`config.mk`:
```
export PLATFORM = sky130hd
export DESIGN_NAME = dopr_front
export DESIGN_NICKNAME = d
export VERILOG_FILES = /design/src/sv/dopr_pkg.sv /design/src/sv/dopr_front.sv
export SDC_FILE = /design/constraint.sdc
export NUM_CORES = 1
export LEC_CHECK = 0
export BUFFER_PORTS_ARGS = -buffer_cell sky130_fd_sc_hd__buf_2
export CAP_MARGIN = 20
export CORE_AREA = 2 2 77 79
export DETAILED_ROUTE_END_ITERATION = 7
export DIE_AREA = 0 0 79 81
export GPL_TIMING_DRIVEN = 0
export PLACE_DENSITY_LB_ADDON = 0.12
export REMOVE_ABC_BUFFERS = 1
export SLEW_MARGIN = 25
export SYNTH_ARGS = -nofsm -noshare
export SYNTH_HDL_FRONTEND = slang
export SYNTH_SLANG_ARGS = --single-unit
```
`constraint.sdc`:
```
create_clock -name vclk -period 0.9
set_input_delay 0.18 -clock vclk [all_inputs]
set_output_delay 0.18 -clock vclk [all_outputs]
set_load 0.005 [all_outputs]
```
`src/sv/dopr_pkg.sv`:
```
`default_nettype none
// ----------------------------------------------------------------------------
// Drop-oldest packet ring package
// Sizes, codes and beat types shared by the ring's front, queue, back and
// checker.
// ----------------------------------------------------------------------------
package dopr_pkg;

	localparam int SLOTS       = 64;
	localparam int MAX_BYTES   = 1275;
	localparam int SLOT_W      = $clog2(SLOTS);
	localparam int CNT_W       = $clog2(SLOTS + 1);
	localparam int LEN_W       = 11;
	localparam int TS_W        = 64;
	localparam int DROP_W      = 32;
	localparam int BYTES_DEPTH = SLOTS * MAX_BYTES;
	localparam int ADDR_W      = $clog2(BYTES_DEPTH);
	localparam int LAST_BASE   = (SLOTS - 1) * MAX_BYTES;
	localparam int QDEPTH      = 2;
	localparam int QPTR_W      = $clog2(QDEPTH);
	localparam int QCNT_W      = $clog2(QDEPTH + 1);

	typedef enum logic [1:0] {
		KIND_HDR  = 2'd0,
		KIND_DATA = 2'd1,
		KIND_PEEK = 2'd2,
		KIND_POP  = 2'd3
	} kind_t;

	typedef enum logic [2:0] {
		ST_OK       = 3'd0,
		ST_LEN_REJ  = 3'd1,
		ST_BYTE_IGN = 3'd2,
		ST_EMPTY    = 3'd3,
		ST_RANGE    = 3'd4
	} status_t;

	typedef enum logic [2:0] {
		OP_HDR,
		OP_HDR_BAD,
		OP_DATA,
		OP_PEEK,
		OP_POP
	} op_t;

	typedef enum logic {
		BK_EXEC,
		BK_READ
	} bk_state_t;

	typedef struct packed {
		logic [1:0]       kind;
		logic [LEN_W-1:0] packet_length;
		logic [TS_W-1:0]  timestamp_us;
		logic [7:0]       data_byte;
		logic [LEN_W-1:0] byte_offset;
	} cmd_beat_t;

	typedef struct packed {
		logic [2:0]        status;
		logic              dropped_oldest;
		logic [7:0]        read_byte;
		logic [LEN_W-1:0]  out_length;
		logic [TS_W-1:0]   out_timestamp_us;
		logic [DROP_W-1:0] drop_count;
		logic [CNT_W-1:0]  queued;
	} rsp_beat_t;

	typedef struct packed {
		op_t              op;
		logic [LEN_W-1:0] packet_length;
		logic [TS_W-1:0]  timestamp_us;
		logic [7:0]       data_byte;
		logic [LEN_W-1:0] byte_offset;
	} qent_t;

endpackage
`default_nettype wire

```
`src/sv/dopr_front.sv`:
```
`default_nettype none
// ----------------------------------------------------------------------------
// Drop-oldest packet ring front end
// Accepts command beats and classifies each one into an operation for the
// back end, rejecting header lengths that are zero or too large.
// ----------------------------------------------------------------------------
module dopr_front (
	input  wire logic              cmd_valid,
	output logic                   cmd_ready,
	input  wire dopr_pkg::cmd_beat_t cmd,
	output logic                   q_valid,
	input  wire logic              q_ready,
	output dopr_pkg::qent_t        q_entry
);
	import dopr_pkg::*;

	logic len_bad;

	assign len_bad   = (cmd.packet_length == '0) || (cmd.packet_length > LEN_W'(MAX_BYTES));
	assign cmd_ready = q_ready;
	assign q_valid   = cmd_valid;

	always_comb begin
		q_entry.packet_length = cmd.packet_length;
		q_entry.timestamp_us  = cmd.timestamp_us;
		q_entry.data_byte     = cmd.data_byte;
		q_entry.byte_offset   = cmd.byte_offset;
		unique case (cmd.kind)
			KIND_HDR: begin
				q_entry.op = len_bad ? OP_HDR_BAD : OP_HDR;
			end
			KIND_DATA: begin
				q_entry.op = OP_DATA;
			end
			KIND_PEEK: begin
				q_entry.op = OP_PEEK;
			end
			KIND_POP: begin
				q_entry.op = OP_POP;
			end
		endcase
	end

endmodule
`default_nettype wire

```
==> impl_metrics.tcl <==
set metrics [dict create \
    grt_max_degree 5 \
    io_buffer_count 27 \
    nFillCells 691 \
    end_kind "output port" \
    grt_pass1_wl_um 10400 \
    crit_fanout 3 \
    viasPerCell 3.74 \
    die-height_um 81 \
    cts_hold_buf 0 \
    finalCriticalPeriod_ns 1.20 \
    slew_headroom_pct 85.3 \
    final_common_cell "buf_2" \
    seq_cell_count 0 \
    timing.final.ws_setup_ns -0.301 \
    max_clock_freq_mhz 833 \
    multi_input_area_um2 138 \
    fin_tns_setup_ns -0.301 \
    maxSlewViolCount 0 \
    final_hold_viol_count 0 \
    setup_violations 1 \
    drcViolationCount 0 \
    ir_worst_vdd_v 0.0000829 \
    worst_ep_required_time_ns 0.72 \
    gp_congestion 1.21 \
    fp.dieArea_um2 6400 \
    outcome "complete, but fails checks" \
    syn_avg_cell_area_um2 7.66 \
    yosys_warnings 0 \
    die_w_um 79 \
    synth_cell_type_count 11 \
    seq_area_um2 0 \
    drv_cap 0 \
    tightest_slew_ns 0.218 \
    drtAntennaViolNets 0 \
    yosysSeqAreaShare_pct 0 \
    area_delta_synth_final_pct -51.4 \
    rsz0062_at_grt "yes" \
    grt_use_total_pct 28.3 \
    synth_top_area_cell "buf_4" \
    floorplan.io_pins 197 \
    combPwrFrac_pct 100.0 \
    drive_gt1_share_pct 81.0 \
    intPower_mw 0.0746 \
    final_cell_area_um2 409 \
    p_per_area_nw_per_um2 361 \
    n_clock_buffer 0 \
    syn_inst 110 \
    netlist_area_um2 842 \
    drt-wirelength-per-cell_um 81.2 \
    wirelength_um 9500 \
    switchingPower_mw 0.0732 \
    p_leak_nw 0.165 \
    final_nets 145 \
    ys_top_cells_by_area "buf_4 (86%), ha_1 (4.5%), nor4b_2 (1.8%)" \
    sequentialPowerShare_pct 0 \
    violations "setup timing" \
    initial_core_util_pct 14.8 \
    p_clk_share_pct 0 \
    vias 438 \
    placed_area_um2 350 \
    worst_setup_path_start_kind "primary input" \
    antenna_found_initial 0 \
    grt.overflow.total 0 \
    drtIter0Drc 19 \
    hp-class "primary input to output port" \
    rows 28 \
    finish.utilization_pct 7.21 \
    timing.final.crit_share_pct 133 \
    core_um2 5680 \
    critPathKind "primary input to output port" \
    dr.pass1.iters 4 \
    final_cell_mix "buf_2 (25), nand4_1 (2), buf_8 (2)" \
    synth_top_area_share_pct 85.6 \
    grt_pass1_vias 421 \
    diodes 0 \
    cp.arrival_ns 1.02 \
    p_sw_share_pct 49.5 \
]
==> routing by layer <==
metal  routed length [um]  share of wire, %  up-vias  global-route usage, %
li1                     -                 -      114                      -
met1                 1060                11      145                   9.34
met2                 5000                53      165                   54.1
met3                 3150                33       14                   44.0
met4                  285               3.0        0                   6.72
met5                    0                 0        -                  0.833
==> cell families (layout without fill, tap and decap cells) <==
logic type / after synthesis / in the layout / synth area share, %
mux: 1 / 1 / 1.19
compound gates: 2 / 2 / 1.78
simple gates: 6 / 6 / 6.09
buf+inv: 98 / 30 / 86.5
fa+ha+maj: 3 / 3 / 4.46
==> final timing paths <==
| check | depth (start not counted) | to | startpoint | slack (ns) |
|---|---|---|---|---|
| max | 7 | q_entry[94] | cmd[94] | -0.30 |
| min | 0 | q_entry[32] | cmd[32] | 0.36 |
==> metrics by stage <==
stage | instances | hold WS [ns] | setup WS, ns | total power [mW]
after floorplan | 14 | 0.360 | -0.0833 | 0.0240
after global placement | 116 | 0.360 | -0.463 | 0.123
after detailed placement | 116 | 0.360 | -0.452 | 0.121
after CTS | 116 | 0.360 | -0.295 | 0.143
after global routing | 117 | 0.360 | -0.364 | 0.163
final | 117 | 0.360 | -0.301 | 0.148
==> power by group through the flow <==
stage          registers (mW)  logic [mW]  clock network, mW
2_1_floorplan               0      0.0240                  0
3_3_place_gp                0       0.123                  0
3_5_place_dp                0       0.121                  0
4_1_cts                     0       0.143                  0
5_1_grt                     0       0.163                  0
6_report                    0       0.148                  0
==> repair_timing <==
item                                    CTS  global route
resized for setup                        11             3
pin swaps                                 2             1
cloned                                    0             0
setup buffers                             0             1
endpoints found under the setup margin    2             1
==> synth_stat cells <==
cell      instances
buf_4            96
ha_1              3
inv_1             2
mux2i_1           1
nand3_1           1
nand4_1           2
nor4_1            1
nor4_2            1
nor4b_2           1
o211ai_1          1
o21a_1            1
==> critical path, cell delays in order <==
cell and delay, ns:
buf_8 0.10, inv_6 0.05, ha_4 0.13, nor4b_4 0.19, nand3_1 0.09, o211ai_1 0.11, buf_2 0.16
==> layout make-up <==
cell class / instances / share of cell area (%)
repair buffers: 28 / 39.8
multi-input cells: 12 / 33.6
well taps: 75 / 22.9
inverters: 2 / 3.67
Power figures use the tool's default switching activity.
