`src/sv/dopr_pkg.sv`:
```
`default_nettype none
// ----------------------------------------------------------------------------
// Drop-oldest packet ring package
// Sizes, codes and beat types shared by the ring's front, queue, back and
// checker.
// ----------------------------------------------------------------------------
package dopr_pkg;

	localparam int SLOTS       = 64;
	localparam int MAX_BYTES   = 1275;
	localparam int SLOT_W      = $clog2(SLOTS);
	localparam int CNT_W       = $clog2(SLOTS + 1);
	localparam int LEN_W       = 11;
	localparam int TS_W        = 64;
	localparam int DROP_W      = 32;
	localparam int BYTES_DEPTH = SLOTS * MAX_BYTES;
	localparam int ADDR_W      = $clog2(BYTES_DEPTH);
	localparam int LAST_BASE   = (SLOTS - 1) * MAX_BYTES;
	localparam int QDEPTH      = 2;
	localparam int QPTR_W      = $clog2(QDEPTH);
	localparam int QCNT_W      = $clog2(QDEPTH + 1);

	typedef enum logic [1:0] {
		KIND_HDR  = 2'd0,
		KIND_DATA = 2'd1,
		KIND_PEEK = 2'd2,
		KIND_POP  = 2'd3
	} kind_t;

	typedef enum logic [2:0] {
		ST_OK       = 3'd0,
		ST_LEN_REJ  = 3'd1,
		ST_BYTE_IGN = 3'd2,
		ST_EMPTY    = 3'd3,
		ST_RANGE    = 3'd4
	} status_t;

	typedef enum logic [2:0] {
		OP_HDR,
		OP_HDR_BAD,
		OP_DATA,
		OP_PEEK,
		OP_POP
	} op_t;

	typedef enum logic {
		BK_EXEC,
		BK_READ
	} bk_state_t;

	typedef struct packed {
		logic [1:0]       kind;
		logic [LEN_W-1:0] packet_length;
		logic [TS_W-1:0]  timestamp_us;
		logic [7:0]       data_byte;
		logic [LEN_W-1:0] byte_offset;
	} cmd_beat_t;

	typedef struct packed {
		logic [2:0]        status;
		logic              dropped_oldest;
		logic [7:0]        read_byte;
		logic [LEN_W-1:0]  out_length;
		logic [TS_W-1:0]   out_timestamp_us;
		logic [DROP_W-1:0] drop_count;
		logic [CNT_W-1:0]  queued;
	} rsp_beat_t;

	typedef struct packed {
		op_t              op;
		logic [LEN_W-1:0] packet_length;
		logic [TS_W-1:0]  timestamp_us;
		logic [7:0]       data_byte;
		logic [LEN_W-1:0] byte_offset;
	} qent_t;

endpackage
`default_nettype wire

```
`src/sv/dopr_queue.sv`:
```
`default_nettype none
// ----------------------------------------------------------------------------
// Drop-oldest packet ring operation queue
// A short first-in first-out queue between the front and back ends.
// ----------------------------------------------------------------------------
module dopr_queue (
	input  wire logic            clk,
	input  wire logic            arst_n,
	input  wire logic            wr_valid,
	output logic                 wr_ready,
	input  wire dopr_pkg::qent_t wr_data,
	output logic                 rd_valid,
	input  wire logic            rd_ready,
	output dopr_pkg::qent_t      rd_data
);
	import dopr_pkg::*;

	qent_t             entry_q [QDEPTH];
	logic [QPTR_W-1:0] wr_ptr_q;
	logic [QPTR_W-1:0] rd_ptr_q;
	logic [QCNT_W-1:0] count_q;
	logic              push;
	logic              pop;

	assign wr_ready = (count_q != QCNT_W'(QDEPTH));
	assign rd_valid = (count_q != '0);
	assign rd_data  = entry_q[rd_ptr_q];
	assign push     = wr_valid && wr_ready;
	assign pop      = rd_valid && rd_ready;

	always_ff @(posedge clk) begin
		if (push) begin
			entry_q[wr_ptr_q] <= wr_data;
		end
	end

	always_ff @(posedge clk or negedge arst_n) begin
		if (!arst_n) begin
			wr_ptr_q <= '0;
			rd_ptr_q <= '0;
			count_q  <= '0;
		end else begin
			if (push) begin
				wr_ptr_q <= (wr_ptr_q == QPTR_W'(QDEPTH - 1)) ? '0 : wr_ptr_q + 1'b1;
			end
			if (pop) begin
				rd_ptr_q <= (rd_ptr_q == QPTR_W'(QDEPTH - 1)) ? '0 : rd_ptr_q + 1'b1;
			end
			if (push && !pop) begin
				count_q <= count_q + 1'b1;
			end else if (pop && !push) begin
				count_q <= count_q - 1'b1;
			end
		end
	end

endmodule
`default_nettype wire

```
`config.mk`:
```
export PLATFORM = sky130hd
export DESIGN_NAME = dopr_queue
export DESIGN_NICKNAME = d
export VERILOG_FILES = /design/src/sv/dopr_pkg.sv /design/src/sv/dopr_queue.sv
export SDC_FILE = /design/constraint.sdc
export NUM_CORES = 1
export LEC_CHECK = 0
export ABC_AREA = 1
export BUFFER_PORTS_ARGS = -buffer_cell sky130_fd_sc_hd__buf_2
export CAP_MARGIN = 20
export CORE_AREA = 2 2 120 122
export CTS_BUF_LIST = sky130_fd_sc_hd__clkbuf_2 sky130_fd_sc_hd__clkbuf_4 sky130_fd_sc_hd__clkbuf_8
export CTS_CLUSTER_DIAMETER = 200
export DETAILED_ROUTE_END_ITERATION = 16
export DIE_AREA = 0 0 122 124
export PLACE_DENSITY = 0.89
export SKIP_LAST_GASP = 1
export SLEW_MARGIN = 20
export SYNTH_ARGS = -nofsm -noshare
export SYNTH_HDL_FRONTEND = slang
export SYNTH_SLANG_ARGS = --single-unit
```
`constraint.sdc`:
```
create_clock -name clk -period 7.46 [get_ports clk]
set_input_delay 0.746 -clock clk [delete_from_list [all_inputs] [get_ports clk]]
set_output_delay 0.746 -clock clk [all_outputs]
set_load 0.01 [all_outputs]
```
==> flow_summary.toml, run 1 <==
[run_status]
status = "completed"

[setup_path]
cp_slowest_stage_delay_ns = 1.08
path_max_fanout = 99
slowest_stage = "dfrtp_4"
cp_common_cell = "nand2_1"
cp-end-kind = "output pin"
crit_family = "flip-flops"
crit_path_start_kind = "register"
worst-path-buf-inv = 2
critPathRequiredTime_ns = 6.71
worstPathCellList = "inv_4, nand2_1, nand2_1, buf_2"
worstSetupPathType = "reg2out"
worstPathArrival_ns = 2.82

[logic_synthesis]
yosys_warnings = 0
synth_fp_nets = 637
ys_seq_area_share_pct = 81.5
synth-edff-count = 194
ys_ff_latch = 198
synth_top_flop_cell = "edfxtp_1"
async_reset_ff_share_pct = 2.02
synth_area_per_cell_um2 = 13.6
ys_types = 14
syn_area_um2 = 7270
synthCells = 535

[timing]
rsz0062_at_grt = "no"
setup_tns_ns = 0
finalMaxSlewViolations = 0
fin_crit_ns = 3.57
finalHoldViolations = 0
finalSetupViolations = 0
fin_crit_sh_pct = 47.8
fmax_mhz = 280
worst_clock_skew_ns = 0.00915
slew_headroom_pct = 27.4
worst_slew_pin_slew_ns = 1.09
hold-worst-slack_ns = 0.0904

[die]
die_x_um = 122
dieArea_um2 = 15100
start_util_pct = 53.0
row_count = 43
ioPinCount = 200
die-height_um = 124
coreArea_um2 = 13700

[grt]
gr-usage-all-layers_pct = 18.3
grt_pass1_wl_mm = 20.7
grt_pass1_vias = 4348
grt_max_degree = 100
grt_overflow = 0
grt_antenna_before_repair = 0

[route]
wl_mm = 13.7
dr.pass1.iters = 4
ant_nets = 0
via_count = 4521
drt_iter0_drc = 289
routed_via_density = 4.87
drc = 0
avgRoutedWirePerCell_um = 14.8

[finish]
multi_input_area_um2 = 1200
instances_no_fill = 929
syn_to_final_growth_pct = 20.5
nFillCells = 1034
drive_gt1_share_pct = 31.4
register_area_um2 = 5930
layout.nets = 838
n_antenna_cell = 0

[cts]
cts_num_sinks = 198
cts_resized = 0
clockBufferDepth = 2
htreeDepth = 4
cts-root-buf = "clkbuf_8"
cts_hold_buf = 0
clkLatencyLatePin_ns = 0.44
cts_tree = "yes"
post_cts_buffers = 0
clk_pin_slew_ns = 0.09
cts_inserted_buffers = 17

[min_path]
hp-class = "in2async"

[power_and_ir_drop]
switching_power_uw = 1160
power.share.clock_pct = 18.5
powerDensity_nw_per_um2 = 376
ir_drop_v = 0.000238
leakage_uw = 0.00379
p_seq_share_pct = 50.3
p_int_uw = 2140
p_comb_share_pct = 31.2
sw_frac_of_total_pct = 35.1

[place]
port_buffers = 199
dpl.hpwl_mm = 8.93
gp_congestion = 0.733
placed_cells = 897

[run]
max_cap_viol_count = 0
per-layer routing:
layer / vias to the layer above / wire length, µm / GRT usage (%)
met2: 184 / 6810 / 29.5
li1: 2198 / - / -
met4: 0 / 301 / 7.90
met3: 29 / 1150 / 6.59
met1: 2110 / 5450 / 22.6
met5: - / 0 / 0
area by class of cell:
type                            instances  area share [%]
Clock buffer                           18            2.76
Clock inverter                         14            1.27
Inverter                                7           0.328
Multi-Input combinational cell        309            13.7
Sequential cell                       198            67.7
Tap cell                              180            2.57
Timing Repair Buffer                  203            11.7
worst reg2reg max path, stage by stage, from the launching register on:
cell and delay, ns:
dfrtp_4 1.08, inv_4 0.76, nand3_1 0.32, nand2_1 0.07
Yosys cell counts (2+ instances only):
cell type  instances  area share, %
buf_6              4           0.62
inv_1              6           0.31
edfxtp_1         194             80
dfrtp_1            4            1.4
nand3_1            2           0.14
buf_4              2           0.21
nor2_1             2           0.10
buf_2             15            1.0
nand2_1          301             16
worst paths after layout:
kind                        startpoint        endpoint  slack [ns]  cells past startpoint
min in group clk           wr_data[68]  entry_q[1][68]        0.48                      1
min                             arst_n        rd_ptr_q        0.09                      1
max reg2reg                   rd_ptr_q        rd_ptr_q        5.13                      3
max in group asynchronous       arst_n        rd_ptr_q        7.23                      1
max                           rd_ptr_q      rd_data[1]        3.89                      4
min reg2reg                 count_q[0]      count_q[0]        0.50                      1
power groups by stage:
stage,Clock (µW),Combinational [µW],Sequential (µW)
floorplan,0,697,1630
global placement,0,1020,1680
detailed placement,0,1040,1690
CTS,622,1040,1660
global route,665,1150,1690
finish,608,1030,1660
metrics by stage:
| step | area (µm²) | util (%) | setup slack, ns | total power [µW] |
|---|---|---|---|---|
| after floorplan | 7270 | - | 2.01 | 2320 |
| after global placement | 8410 | 61.3 | 4.45 | 2700 |
| after detailed placement | 8410 | 61.3 | 4.44 | 2730 |
| after CTS | 8760 | 63.9 | 3.94 | 3330 |
| after global routing | 8760 | 63.9 | 3.76 | 3510 |
| final | 8760 | 63.9 | 3.89 | 3300 |
cell usage in the layout (no fill, tap or decap):
cell type,Yosys,layout
clkinv_4,0,4
dfrtp_4,0,1
xnor2_1,1,1
clkbuf_4,0,1
nand3_1,2,2
buf_2,15,199
inv_6,0,1
clkinv_1,0,4
edfxtp_1,194,194
ha_1,1,1
nand4_1,1,1
inv_1,6,6
nor2_4,0,2
buf_4,2,4
clkbuf_8,0,17
nand2_1,301,301
clkinv_2,0,3
dfrtp_1,4,3
inv_4,1,1
xor2_1,1,1
clkinvlp_4,0,1
bufinv_16,0,1
flip-flops by register name, indices dropped and copies added, names as in the netlist:
signal    flops
entry_q     194
count_q       2
wr_ptr_q      1
rd_ptr_q      1
cells by family (layout without fill, tap and decap cells):
kind of cell,Yosys count,in the layout,share of synthesized area (%)
adders and majority gates,1,1,0.172
and+or+nand+nor,306,306,15.9
xor gates and xnor gates,2,2,0.241
buffers and inverters,28,242,2.25
DFF,198,198,81.5
Note: power is estimated with default switching activity, not from simulation.
==> run 2, diff against run 1 <==
Clock period 7.46 ns to 3.75 ns, I/O delays scaled along.
==> flow_summary.toml, run 2 (synthesized netlist as in run 1, its figures left out) <==
[run_status]
status = "completed"

[cts]
clockBufferDepth = 2
htreeDepth = 4
cts_inserted_buffers = 17
clkLatencyLatePin_ns = 0.45
clk_pin_slew_ns = 0.09
cts-root-buf = "clkbuf_8"
cts_tree = "yes"
cts_num_sinks = 198

[power_and_ir_drop]
switching_power_uw = 2320
sw_frac_of_total_pct = 35.6
p_comb_share_pct = 33.0
powerDensity_nw_per_um2 = 744
leakage_uw = 0.00378
ir_drop_v = 0.000512
power.share.clock_pct = 17.6
p_int_uw = 4200
design_power_total_uw = 6520
p_seq_share_pct = 49.3

[finish]
drive_gt1_share_pct = 31.5
largest_reg_flops = 194
final_common_cell = "nand2_1"
instances_no_fill = 929
regMostFlops = "entry_q"
top_regs = "entry_q x194, count_q x2"
layout.nets = 838
n_antenna_cell = 0
mostFrequentLayoutCells = "nand2_1, buf_2, edfxtp_1, clkbuf_8, inv_1"
syn_to_final_growth_pct = 20.6

[place]
gp_congestion = 0.713
dpl.hpwl_mm = 8.87
placed_cells = 896
post-place-ws_ns = 1.35
port_buffers = 199

[route]
via_count = 4502
avgRoutedWirePerCell_um = 15.1
dr.pass1.iters = 4
routed_via_density = 4.85
ant_nets = 0
drt_iter0_drc = 275
wl_mm = 14.0
drc = 0

[setup_path]
cp_slowest_stage_delay_ns = 0.77
critPathRequiredTime_ns = 3.38
worstReg2RegEnd = "entry_q[0][69]"
slowest_stage = "inv_4"
crit_path_start_kind = "register"
worstSetupPathType = "reg2out"
crit_family = "buffers and inverters"
cp_common_cell = "nand2_1"
worst-path-buf-inv = 2
r2r_cells = 5
worstPathCellList = "inv_4, nand2_1, nand2_1, buf_2"
rr_startpoint = "count_q[0]"
r2r_setup_slack_ns = 1.72
path_max_fanout = 98
worstPathArrival_ns = 2.51
cp-end-kind = "output pin"

[min_path]
hold_path_depth = 1
whs_endpoint = "entry_q[1][60]"
hp-class = "in2reg"
min_from = "wr_data[60]"

[timing]
fin_crit_sh_pct = 77.0
fin_crit_ns = 2.89
finalHoldViolations = 0
finalMaxSlewViolations = 0
worst_slew_pin_slew_ns = 1.00
rsz0062_at_grt = "no"
setup_tns_ns = 0
finalSetupViolations = 0
worst_clock_skew_ns = 0.00586
slew_headroom_pct = 33.1
fmax_mhz = 346
setup_ws_ns = 0.864
hold-worst-slack_ns = 0.0981

[die]
row_count = 43
coreArea_um2 = 13700
dieArea_um2 = 15100
die_x_um = 122
start_util_pct = 53.0
ioPinCount = 200
die-height_um = 124

[grt]
grt_antenna_before_repair = 0
grt_pass1_vias = 4384
grt_pass1_wl_mm = 20.8
gr-usage-all-layers_pct = 18.7
grt_overflow = 0
grt_max_degree = 99

[run]
max_cap_viol_count = 0
-- run 2: changes by cell type in the layout (fill, tap and decap cells not counted), sizes merged --
cell,change
dlygate4sd3,+1
bufinv,-1
clkinv,-3
clkbuf,+1
buf,-1
inv,-1
clkinvlp,+4
-- run 2: worst reg2reg max path, cell delays in order (launching register included) --
cell	delay, ns
dfrtp_1	0.40
inv_1	0.09
nand2_1	0.08
nand2_1	0.17
nor2_4	0.44
buf_12	0.46
-- run 2: layer usage --
layer	vias up	routed length, µm	global-route usage, %
met5	-	0	0
met3	23	1300	7.19
met4	0	291	8.19
met1	2084	5360	20.6
li1	2205	-	-
met2	190	7040	32.5
-- run 2: layout make-up --
type / instances / area [µm²]
clock buffer: 19 / 249
clock inverter: 13 / 86.3
fill: 968 / 4950
inverter: 7 / 28.8
multi-input combinational: 309 / 1200
sequential: 198 / 5930
tap: 180 / 225
timing repair buffer: 203 / 1050
-- run 2: repair_timing --
item                                    in CTS  in global routing
hold buffers                                 1                  0
gates resized for setup                      0                  0
endpoints found under the hold margin        4                  0
endpoints found under the setup margin       0                  0
setup buffers                                0                  0
-- run 2: power groups by stage --
stage                     Clock (µW)  Combinational [µW]  Sequential, µW
after CTS                       1180                2200            3220
after global routing            1250                2410            3270
after detailed placement           0                2180            3270
after floorplan                    0                1390            3240
final                           1150                2160            3220
after global placement             0                2120            3250
-- run 2: stage by stage --
stage	util [%]	instance area, µm²
floorplan	-	7270
global placement	61.4	8430
detailed placement	61.4	8430
CTS	63.9	8770
global route	63.9	8770
finish	63.9	8770
-- run 2: how the worst max path moves through the flow --
stage / startpoint / to / slack, ns / cells after the start
after floorplan: count_q[0] / entry_q[0][0] / -1.52 / 4
after global placement: rd_ptr_q / rd_data[8] / 1.48 / 4
after detailed placement: rd_ptr_q / rd_data[70] / 1.35 / 4
after CTS: rd_ptr_q / rd_data[70] / 0.78 / 4
after global routing: rd_ptr_q / rd_data[70] / 0.68 / 4
final: rd_ptr_q / rd_data[70] / 0.86 / 4
